## config.mk

```make
export PLATFORM = sky130hd
export DESIGN_NAME = store_row_line_splitter_core
export DESIGN_NICKNAME = d
export VERILOG_FILES = /design/src/hw/rtl/srls_pkg.sv /design/src/hw/rtl/srls_front.sv /design/src/hw/rtl/srls_queue.sv /design/src/hw/rtl/srls_back.sv /design/src/hw/rtl/store_row_line_splitter_core.sv
export SDC_FILE = /design/constraint.sdc
export NUM_CORES = 2
export LEC_CHECK = 0
export BUFFER_PORTS_ARGS = -buffer_cell sky130_fd_sc_hd__buf_2
export CORE_MARGIN = 5
export CORE_UTILIZATION = 50
export DETAILED_ROUTE_END_ITERATION = 16
export PLACE_DENSITY_LB_ADDON = 0.2
export SLEW_MARGIN = 20
export SYNTH_ARGS = -nofsm -noshare
export SYNTH_HDL_FRONTEND = slang
export SYNTH_SLANG_ARGS = --single-unit
```

## constraint.sdc

```tcl
create_clock -name clk -period 70.2 [get_ports clk]
set_clock_uncertainty 0.1 [all_clocks]
set_input_delay 14.04 -clock clk [delete_from_list [all_inputs] [get_ports clk]]
set_output_delay 14.04 -clock clk [all_outputs]
set_load 0.02 [all_outputs]
```

## src/hw/rtl/srls_pkg.sv

```systemverilog
`timescale 1ns / 1ps
// Package for the row store line splitter: widths, constants and the
// segment record passed from the front end to the beat emitter. No dependencies.
package srls_pkg;

    localparam int ADDR_W        = 48;
    localparam int ROWB_W        = 10;
    localparam int DATA_W        = 64;
    localparam int FILL_W        = 7;
    localparam int MAX_LINE_BYTES = 64;
    localparam int MAX_ROW_BYTES = 512;
    localparam int SEG_BEATS     = MAX_LINE_BYTES / 8;
    localparam int BEAT_W        = $clog2(SEG_BEATS);
    localparam int LG_W          = 3;
    localparam int S_TDATA_W     = 128;
    localparam int M_TDATA_W     = 128;

    localparam logic [LG_W-1:0] LINE_LG_MIN   = 3'd3;
    localparam logic [LG_W-1:0] LINE_LG_MAX   = 3'd6;
    localparam logic [LG_W-1:0] LINE_LG_RESET = 3'd6;

    typedef enum logic
    {
        REQ_START = 1'b0,
        REQ_ELEM  = 1'b1
    } req_type_t;

    typedef struct packed
    {
        logic [ADDR_W-1:0]            addr;
        logic [FILL_W-1:0]            bytes;
        logic                         done;
        logic [MAX_LINE_BYTES*8-1:0]  data;
    } seg_t;

endpackage

```

## src/hw/rtl/srls_front.sv

```systemverilog
`timescale 1ns / 1ps
// Front end: accepts start and element items, tracks the row and packs
// elements into the open line segment. Uses srls_pkg.
module srls_front
(
    input  logic                          clk,
    input  logic                          rst_n,
    input  logic [srls_pkg::LG_W-1:0]     line_lg,
    input  logic                          item_valid,
    input  srls_pkg::req_type_t           req_type,
    input  logic [srls_pkg::ADDR_W-1:0]   start_addr,
    input  logic [srls_pkg::ROWB_W-1:0]   row_bytes,
    input  logic [1:0]                    elem_size_code,
    input  logic [srls_pkg::DATA_W-1:0]   elem_data,
    output logic                          push,
    output srls_pkg::seg_t                push_seg
);
    import srls_pkg::*;

    logic [MAX_LINE_BYTES*8-1:0] buf_reg, buf_next;
    logic [FILL_W-1:0]           fill_reg, fill_next;
    logic [ADDR_W-1:0]           naddr_reg, naddr_next;
    logic [ADDR_W-1:0]           seg_addr_reg, seg_addr_next;
    logic [ROWB_W-1:0]           rem_reg, rem_next;
    logic [1:0]                  esc_reg, esc_next;
    logic                        active_reg, active_next;

    logic [LG_W-1:0]             lg;
    logic [5:0]                  line_mask;
    logic [FILL_W-1:0]           esize;
    logic [FILL_W-1:0]           new_fill;
    logic [ADDR_W-1:0]           new_addr;
    logic [ROWB_W-1:0]           rem_dec;
    logic                        done;
    logic                        close;
    logic [ROWB_W-1:0]           rb_sat;
    logic [ADDR_W-1:0]           st_mask;
    logic [ADDR_W-1:0]           st_addr;
    logic [ROWB_W-1:0]           st_elems;
    logic [5:0]                  rel;

    always_comb
    begin
        lg = line_lg;
        if (lg < LINE_LG_MIN)
            lg = LINE_LG_MIN;
        if (lg > LINE_LG_MAX)
            lg = LINE_LG_MAX;
        line_mask = 6'((7'd1 << lg) - 7'd1);
    end

    assign esize    = FILL_W'(1) << esc_reg;
    assign new_fill = fill_reg + esize;
    assign new_addr = naddr_reg + ADDR_W'(esize);
    assign rem_dec  = rem_reg - ROWB_W'(1);
    assign done     = (rem_dec == '0);
    assign close    = done || ((new_addr[5:0] & line_mask) == 6'd0);

    assign rb_sat   = (row_bytes > ROWB_W'(MAX_ROW_BYTES)) ? ROWB_W'(MAX_ROW_BYTES) : row_bytes;
    assign st_mask  = ~((ADDR_W'(1) << elem_size_code) - ADDR_W'(1));
    assign st_addr  = start_addr & st_mask;
    assign st_elems = rb_sat >> elem_size_code;

    // merge the element bytes into the open segment
    always_comb
    begin
        buf_next = buf_reg;
        rel      = '0;
        for (int j = 0; j < MAX_LINE_BYTES; j++)
        begin
            rel = 6'(j) - fill_reg[5:0];
            if ((FILL_W'(j) >= fill_reg) && (FILL_W'(j) < new_fill))
                buf_next[j*8 +: 8] = elem_data[rel[2:0]*8 +: 8];
        end
    end

    always_comb
    begin
        fill_next     = fill_reg;
        naddr_next    = naddr_reg;
        seg_addr_next = seg_addr_reg;
        rem_next      = rem_reg;
        esc_next      = esc_reg;
        active_next   = active_reg;
        push          = 1'b0;
        if (item_valid)
        begin
            if (req_type == REQ_START)
            begin
                esc_next      = elem_size_code;
                rem_next      = st_elems;
                naddr_next    = st_addr;
                seg_addr_next = st_addr;
                fill_next     = '0;
                active_next   = (st_elems != '0);
            end
            else if (active_reg)
            begin
                naddr_next = new_addr;
                rem_next   = rem_dec;
                fill_next  = new_fill;
                if (close)
                begin
                    push          = 1'b1;
                    fill_next     = '0;
                    seg_addr_next = new_addr;
                    if (done)
                        active_next = 1'b0;
                end
            end
        end
    end

    assign push_seg.addr  = seg_addr_reg;
    assign push_seg.bytes = new_fill;
    assign push_seg.done  = done;
    assign push_seg.data  = buf_next;

    always_ff @(posedge clk)
    begin
        if (item_valid && (req_type == REQ_ELEM) && active_reg)
            buf_reg <= buf_next;
    end

    always_ff @(posedge clk or negedge rst_n)
    begin
        if (!rst_n)
        begin
            fill_reg     <= '0;
            naddr_reg    <= '0;
            seg_addr_reg <= '0;
            rem_reg      <= '0;
            esc_reg      <= '0;
            active_reg   <= 1'b0;
        end
        else
        begin
            fill_reg     <= fill_next;
            naddr_reg    <= naddr_next;
            seg_addr_reg <= seg_addr_next;
            rem_reg      <= rem_next;
            esc_reg      <= esc_next;
            active_reg   <= active_next;
        end
    end

endmodule

```

## src/hw/rtl/srls_queue.sv

```systemverilog
`timescale 1ns / 1ps
// Two-entry queue of closed segments between front end and beat emitter.
// Uses srls_pkg.
module srls_queue
(
    input  logic           clk,
    input  logic           rst_n,
    input  logic           push,
    input  srls_pkg::seg_t push_seg,
    input  logic           pop,
    output logic           full,
    output logic           empty,
    output srls_pkg::seg_t head
);
    import srls_pkg::*;

    seg_t        mem_reg [2];
    logic        wr_reg, wr_next;
    logic        rd_reg, rd_next;
    logic [1:0]  cnt_reg, cnt_next;

    assign full  = (cnt_reg == 2'd2);
    assign empty = (cnt_reg == 2'd0);
    assign head  = mem_reg[rd_reg];

    always_comb
    begin
        wr_next  = push ? ~wr_reg : wr_reg;
        rd_next  = pop ? ~rd_reg : rd_reg;
        cnt_next = cnt_reg + 2'(push) - 2'(pop);
    end

    always_ff @(posedge clk)
    begin
        if (push)
            mem_reg[wr_reg] <= push_seg;
    end

    always_ff @(posedge clk or negedge rst_n)
    begin
        if (!rst_n)
        begin
            wr_reg  <= 1'b0;
            rd_reg  <= 1'b0;
            cnt_reg <= '0;
        end
        else
        begin
            wr_reg  <= wr_next;
            rd_reg  <= rd_next;
            cnt_reg <= cnt_next;
        end
    end

endmodule

```

## src/hw/rtl/srls_back.sv

```systemverilog
`timescale 1ns / 1ps
// Beat emitter: sends the segment at the queue head as 64-bit beats and
// pops it after the last beat. Uses srls_pkg.
module srls_back
(
    input  logic                          clk,
    input  logic                          rst_n,
    input  logic                          empty,
    input  srls_pkg::seg_t                head,
    output logic                          pop,
    output logic                          out_valid,
    input  logic                          out_ready,
    output logic [srls_pkg::ADDR_W-1:0]   write_addr,
    output logic [srls_pkg::FILL_W-1:0]   write_bytes,
    output logic [srls_pkg::DATA_W-1:0]   beat_data,
    output logic [srls_pkg::BEAT_W-1:0]   beat_index,
    output logic                          beat_last,
    output logic                          row_done
);
    import srls_pkg::*;

    logic [BEAT_W-1:0] idx_reg, idx_next;
    logic [FILL_W-1:0] last_idx;
    logic [DATA_W-1:0] raw;
    logic [5:0]        pos;

    assign last_idx = (head.bytes - FILL_W'(1)) >> 3;
    assign raw      = head.data[idx_reg*DATA_W +: DATA_W];

    // bytes beyond the segment end read as zero
    always_comb
    begin
        beat_data = '0;
        pos       = '0;
        for (int b = 0; b < 8; b++)
        begin
            pos = {idx_reg, 3'(b)};
            if ({1'b0, pos} < head.bytes)
                beat_data[b*8 +: 8] = raw[b*8 +: 8];
        end
    end

    assign out_valid   = !empty;
    assign write_addr  = head.addr;
    assign write_bytes = head.bytes;
    assign beat_index  = idx_reg;
    assign beat_last   = (idx_reg == last_idx[BEAT_W-1:0]);
    assign row_done    = head.done;
    assign pop         = out_valid && out_ready && beat_last;

    always_comb
    begin
        idx_next = idx_reg;
        if (out_valid && out_ready)
            idx_next = beat_last ? '0 : idx_reg + BEAT_W'(1);
    end

    always_ff @(posedge clk or negedge rst_n)
    begin
        if (!rst_n)
            idx_reg <= '0;
        else
            idx_reg <= idx_next;
    end

endmodule

```

## src/hw/rtl/store_row_line_splitter_core.sv

```systemverilog
`timescale 1ns / 1ps
// Top level of the row store line splitter: configuration register, front
// end, segment queue and beat emitter. Uses srls_pkg, srls_front, srls_queue, srls_back.
//
// An item is taken in the cycle it is offered while the two-entry segment
// queue has room, so the block sustains one item per clock. A closed segment
// of N bytes leaves as ceil(N/8) beats from the queue head, one per clock while m_tready
// is high; since a segment never has more beats than the elements that filled it, the
// beat emitter keeps pace with the input. Start items and elements that do not close a
// segment produce no output. A closing segment is registered in the queue before its
// first beat is offered. cfg_ready is always high; the user must write the line size
// register through cfg_valid/cfg_data only while the block is idle (not enforced here).
module store_row_line_splitter_core
(
    input  logic                            clk,
    input  logic                            rst_n,
    input  logic                            cfg_valid,
    output logic                            cfg_ready,
    input  logic [srls_pkg::LG_W-1:0]       cfg_data,       // line_bytes_log2
    input  logic                            s_tvalid,
    output logic                            s_tready,
    // [47:0] start_addr, [57:48] row_bytes, [59:58] elem_size_code,
    // [123:60] elem_data, [127:124] zero
    input  logic [srls_pkg::S_TDATA_W-1:0]  s_tdata,
    input  logic                            s_tuser,        // req_type
    output logic                            m_tvalid,
    input  logic                            m_tready,
    // [47:0] write_addr, [54:48] write_bytes, [118:55] beat_data,
    // [121:119] beat_index, [127:122] zero
    output logic [srls_pkg::M_TDATA_W-1:0]  m_tdata,
    output logic                            m_tlast,        // beat_last
    output logic                            m_tuser         // row_done
);
    import srls_pkg::*;

    logic [LG_W-1:0]   line_lg_reg;
    logic              push;
    seg_t              push_seg;
    logic              pop;
    logic              q_full;
    logic              q_empty;
    seg_t              head;
    logic [ADDR_W-1:0] write_addr;
    logic [FILL_W-1:0] write_bytes;
    logic [DATA_W-1:0] beat_data;
    logic [BEAT_W-1:0] beat_index;

    assign cfg_ready = 1'b1;
    assign s_tready  = !q_full;

    always_ff @(posedge clk or negedge rst_n)
    begin
        if (!rst_n)
            line_lg_reg <= LINE_LG_RESET;
        else if (cfg_valid)
            line_lg_reg <= cfg_data;
    end

    srls_front u_front
    (
        .clk            (clk),
        .rst_n          (rst_n),
        .line_lg        (line_lg_reg),
        .item_valid     (s_tvalid && s_tready),
        .req_type       (req_type_t'(s_tuser)),
        .start_addr     (s_tdata[47:0]),
        .row_bytes      (s_tdata[57:48]),
        .elem_size_code (s_tdata[59:58]),
        .elem_data      (s_tdata[123:60]),
        .push           (push),
        .push_seg       (push_seg)
    );

    srls_queue u_queue
    (
        .clk      (clk),
        .rst_n    (rst_n),
        .push     (push),
        .push_seg (push_seg),
        .pop      (pop),
        .full     (q_full),
        .empty    (q_empty),
        .head     (head)
    );

    srls_back u_back
    (
        .clk         (clk),
        .rst_n       (rst_n),
        .empty       (q_empty),
        .head        (head),
        .pop         (pop),
        .out_valid   (m_tvalid),
        .out_ready   (m_tready),
        .write_addr  (write_addr),
        .write_bytes (write_bytes),
        .beat_data   (beat_data),
        .beat_index  (beat_index),
        .beat_last   (m_tlast),
        .row_done    (m_tuser)
    );

    assign m_tdata = {6'd0, beat_index, beat_data, write_bytes, write_addr};

endmodule
```

## After elaboration in Yosys (flattened, before gate mapping)

Memory sizes are Yosys's and may differ from the RTL's.
Cells that the tools add are included.

- Bits in registers: 638
- RAM bits: 1136
- Bits of input ports: 137
- Output and inout port bits: 133
- Logic and storage cells: 479
- Memories: 1

- Add/subtract/negate cells: 73
- $lt $le $gt $ge: 139
- Equal/unequal tests: 4
- Shift operators: 69
- Multiplexer cells: 96
- Bitwise gates (word level): 6
- Reduce and logical (&&, ||, !) cells: 79

Memory list:

| memory | words | bits a word | rd ports | clocked after memory_dff | wr ports | RTL line | RTL |
|---|---|---|---|---|---|---|---|
| u_queue.mem_reg | 2 | 568 | 1 | 0 | 1 | srls_queue.sv:17 | `seg_t mem_reg [2];` |

Operator list:

| kind | count |
|---|---|
| $shiftx 64x7->8 | 64 |
| $mux 8 | 72 |
| $shiftx 512x10->64 | 1 |
| $mux 48 | 5 |
| $ge 6x7->1 const A | 32 |
| $lt 6x7->1 const A | 32 |
| $ge 5x7->1 const A | 16 |
| $lt 5x7->1 const A | 16 |
| $sub 3x3->3 const A | 32 |
| $logic_and 1x1->1 | 69 |
| $ge 4x7->1 const A | 8 |
| $lt 4x7->1 const A | 8 |
| $lt 6x7->1 | 8 |
| $add 48x7->48 | 1 |
| $and 48x48->48 | 1 |
| $not 48->48 | 1 |
| $shl 1x2->48 const A | 1 |
| $sub 1x3->3 const A | 16 |
| $sub 2x3->3 const A | 16 |
| $sub 48x2->48 const B | 1 |
| $mux 10 | 3 |
| $ge 3x7->1 const A | 4 |
| $lt 3x7->1 const A | 4 |
| $mux 7 | 3 |
| other kinds (31) | 52 |

## Logic depth before layout (Yosys ltp)

- Word-level depth: 15
- Gate-level depth with buffers: 14
- Gate-level depth less buffers: 11

## Hierarchy

A second synthesis with hierarchy kept.

- Cell total of the unflattened synthesis: 4570
- Area total of the unflattened synthesis: 81145.3 sq um

Modules (own cells, without submodules):

| module | instances | cells each | area each (sq um) | sequential area each (sq um) |
|---|---|---|---|---|
| srls_queue | 1 | 1782 | 43381.6 | 34212.8 |
| srls_front | 1 | 2358 | 32697.6 | 18277.5 |
| srls_back | 1 | 413 | 4884.7 | 75.1 |
| store_row_line_splitter_core | 1 | 17 | 181.4 | 77.6 |

## Least setup slack after synthesis

OpenSTA, ideal clock, no wires.

- Path kind: input to register
- From: in s_tvalid
- To: mem u_queue.mem_reg[0][0] (netlist name) (enable)
- Library setup time: 1581 ps
- Arrival time: 51718 ps
- Required time: 68519 ps
- Path slack: 16800 ps
- Stages: 4
- Buffers on the path: 0
- Cells stage by stage: and2_1 -> and3_1 -> a21boi_1 -> nor2b_1

- Cells in the longest elaborated chain, start to end: 4

Ends and longest elaborated chain:

| item | RTL line | RTL |
|---|---|---|
| from (decl) | store_row_line_splitter_core.sv:20 | `input logic s_tvalid,` |
| $logic_and 1x1->1 | store_row_line_splitter_core.sv:64 | `.item_valid (s_tvalid && s_tready),` |
| $mux 1 | srls_front.sv:86 | `if (item_valid)` |
| $mux 1 | srls_queue.sv:35 | `if (push)` |
| $mux 1 (not written as such) | srls_queue.sv:36 | `mem_reg[wr_reg] <= push_seg;` |
| to (decl) | srls_queue.sv:17 |  |

Every way passes these cells.

## Worst setup path in the final report

- From: in s_tuser
- To: mem u_queue.mem_reg[0][139] (netlist name) (enable)

- Cells in the longest elaborated chain, start to end: 4

Ends and longest elaborated chain:

| item | RTL line | RTL |
|---|---|---|
| from (decl) | store_row_line_splitter_core.sv:25 | `input logic s_tuser,` |
| $mux 1 | srls_front.sv:88 | `if (req_type == REQ_START)` |
| $mux 1 | srls_front.sv:86 |  |
| $mux 1 | srls_queue.sv:35 |  |
| $mux 1 (not written as such) | srls_queue.sv:36 |  |

Every way passes these cells.

==> results.md <==
* Asr flop ratio synth at 0.0710
* Slew Viols, Final at 0
* Sw Ratio at 0.343
* Area contributors post-synth: edfxtp_1, mux4_2, mux2_2
* GRT Overall Usage at 0.224
* Routability congestion estimate at 0.913
* EDFF count, synth at 1648
* Drt via density at 6.13
* PostCTS Resize Cnt at 0
* Tot Pwr at 3700 uW
* Fill cells at 11499
* Largest net degree at the start of global routing at 162
* Maximum VDD drop at 40.1 uV
* Commonest non-fill, non-tap cell in the layout: edfxtp_1
* Post-Syn Instances at 4101
* Hold Path Origin: u_front.seg_addr_reg[26]
* Met2 Use GR at 0.345
* CP delay by family, top: buffers and inverters
* #FFs+latches synth at 1774
* Setup TNS at 0 ps
* Ports at 270
* Gr busiest metal: met2
* PwrDens at 43.1 nW/um2
* Crit Path Class: in2reg
* Critical path arrival at 20380 ps
* Critical path depth at 9
* Core Footprint at 152000 um2
* Drt initial violations at 4315
* Final ANT Viol Nets at 0
* GR Util met1 at 0.329
* Vias in the first global route at 39930
* Largest register FFs at 1136
* Clock transition at the registers of the reported paths at 60 ps
* # port buffers at 258
* Critical Path Source: s_tuser
* Max FO, Critical Path at 148
* FF-to-FF End: u_queue.mem_reg[0][139]
* Share of layout cells above drive strength 1 at 0.369
* CP required at 70520 ps
* Non-filler instance count after layout at 6582
* Final worst path period need at 20070 ps
* Die span in x at 401 um
* Clk pwr share at 0.257
* Pre-antenna DRT Iters at 5
* CTS sink count at 1774
* Register area at 52700 um2
* Final Net Count at 4561
* Cell mode on critical path: buf_4
* Worst Setup End Kind: flop
* Psw at 1270 uW
* Mapped cell area at 76400 um2
* Die H at 401 um
* First-pass GRT wire length at 270000 um
* Synth top area share at 0.648
* Syn avg cell area at 18.6 um2
* Reg-to-reg setup timing slack at 61710 ps
* Total gr overflow at 0
* Via Count at 40331
* Final setup vio count at 0
* Maxcap violations at 0
* Slew @ Worst Pin at 1130 ps
* Worst Hold Class: reg2reg
* DR DRC count at 0
* Hold Buf Count CTS at 0
* Total wire length at 183000 um
* Register area share after synthesis at 0.689
* Cell Chain, Critical Path: buf_2 > buf_4 > and3_4 > a21boi_1 > nor2b_4 > buf_4 > buf_12 > buf_4 > buf_4
* Crit path buf inv count at 6
* Part of the power in combinational logic at 0.352
* Run status: finished, final reports clean
* Reg-to-reg startpoint: u_front.esc_reg[0]
* Max Fclk at 49.8 MHz
* Dominant cell type by area after synthesis: edfxtp_1
* Relative slew slack at 0.244
* Period utilization at 0.286
* CTS Buffer Depth at 3
* Internal at 2430 uW
* CTS tree: built
* Slowest Stage Delay on Critical Path at 930 ps
* Ys Warns at 0
* Top FF cell, synth: edfxtp_1
* CTS H-tree depth at 4
* Initial antenna violation count at 31
* Clock latency on the worst-skew pair at 810 ps
* Slowest cell on crit path: buf_4
* Dpl cells at 6244
* Setup crit end: u_queue.mem_reg[0][139]
* Final Hold Vio Count at 0
* Initial core utilization at 0.503
* Lkg Pwr at 0.0282 uW
* Multi-input gate area at 22700 um2
* RSZ-0062 raised after global routing: false
* GRT met3 Usage at 0.0501
* Root Driver: clkbuf_16
* Area Overhead vs Synth at 12.4%
* Drt wl/cell at 27.8 um
* DP Wirelength at 111000 um
* Postcts setup bufs at 0
* Most frequent cells in the layout: edfxtp_1, mux2_2, mux4_2, buf_2, nand2_1
* Worst setup SP type: primary input
* Die ar. at 161000 um2
* Seq pwr share at 0.391
* Worst r2r path cells at 13
* Row count at 143
* Yosys cell types at 99
* CTS Buf Count at 179
==> metrics by stage <==
stage / hold slack (ps) / setup WS [ps] / util / cell area (um2)
finish: 366 / 50130 / 0.565 / 85800
global route: 377 / 49670 / 0.565 / 85800
CTS: 365 / 50030 / 0.565 / 85800
detailed placement: 352 / 49120 / 0.526 / 79900
global placement: 343 / 49150 / 0.526 / 79900
floorplan: 335 / 16800 / - / 76400
==> synthesized netlist by cell type, types with 11 or more instances <==
cell / count
a31oi_1: 33
mux4_2: 382
a21oi_2: 11
o21ai_0: 70
buf_4: 16
mux2_1: 16
mux2_2: 631
and3_1: 32
edfxtp_1: 1648
nor2b_1: 59
xor2_1: 22
a21oi_1: 58
xnor2_1: 22
ha_1: 27
clkbuf_1: 111
and2_1: 19
a211oi_1: 12
o22ai_1: 16
nand4_1: 22
buf_2: 42
nor2_1: 97
inv_1: 33
nand2_1: 215
nand3_1: 66
nor3_1: 37
buf_1: 37
mux2i_1: 26
dfrtp_1: 124
==> how the worst min path moves through the flow <==
stage	end	cells past startpoint
3_5_place_dp	u_queue.mem_reg[1][559]	0
4_1_cts	u_queue.mem_reg[1][559]	0
2_1_floorplan	u_queue.mem_reg[0][545]	0
5_1_grt	u_queue.mem_reg[1][559]	0
3_3_place_gp	u_queue.mem_reg[0][530]	0
6_report	u_queue.mem_reg[1][546]	0
==> final cells by class <==
| cell class | count | area share |
|---|---|---|
| Inverter | 38 | 0.00169 |
| Antenna cell | 10 | 0.000292 |
| Clock inverter | 107 | 0.0127 |
| Tap cell | 2030 | 0.0296 |
| Timing Repair Buffer | 319 | 0.0217 |
| Clock buffer | 221 | 0.0557 |
| Sequential cell | 1774 | 0.614 |
| Multi-Input combinational cell | 2083 | 0.265 |
==> routing by layer <==
metal,share of wire,wire [um],vias to the layer above
met1,0.43,79300,21273
li1,-,-,17281
met5,0.00045,83,-
met3,0.077,14100,265
met4,0.021,3930,12
met2,0.47,85300,1500
==> kinds of logic (layout without fill, tap and decap cells) <==
kind of cell / Yosys count / in the layout / synth area share
simple gates: 610 / 610 / 0.0390
mux: 1055 / 1055 / 0.212
other cells: 2 / 17 / 0.0000984
buf+inv: 249 / 685 / 0.0143
xor+xnor: 44 / 44 / 0.00505
compound gates: 338 / 338 / 0.0356
fa+ha+maj: 29 / 29 / 0.00495
flops: 1774 / 1774 / 0.689
==> power groups by stage <==
stage	Combinational [uW]	Sequential, uW	Clock (uW)
global route	1380	1460	1010
CTS	1310	1450	969
floorplan	876	1480	0
finish	1300	1450	950
global placement	1290	1460	0
detailed placement	1310	1470	0
Power figures use the tool's default switching activity.
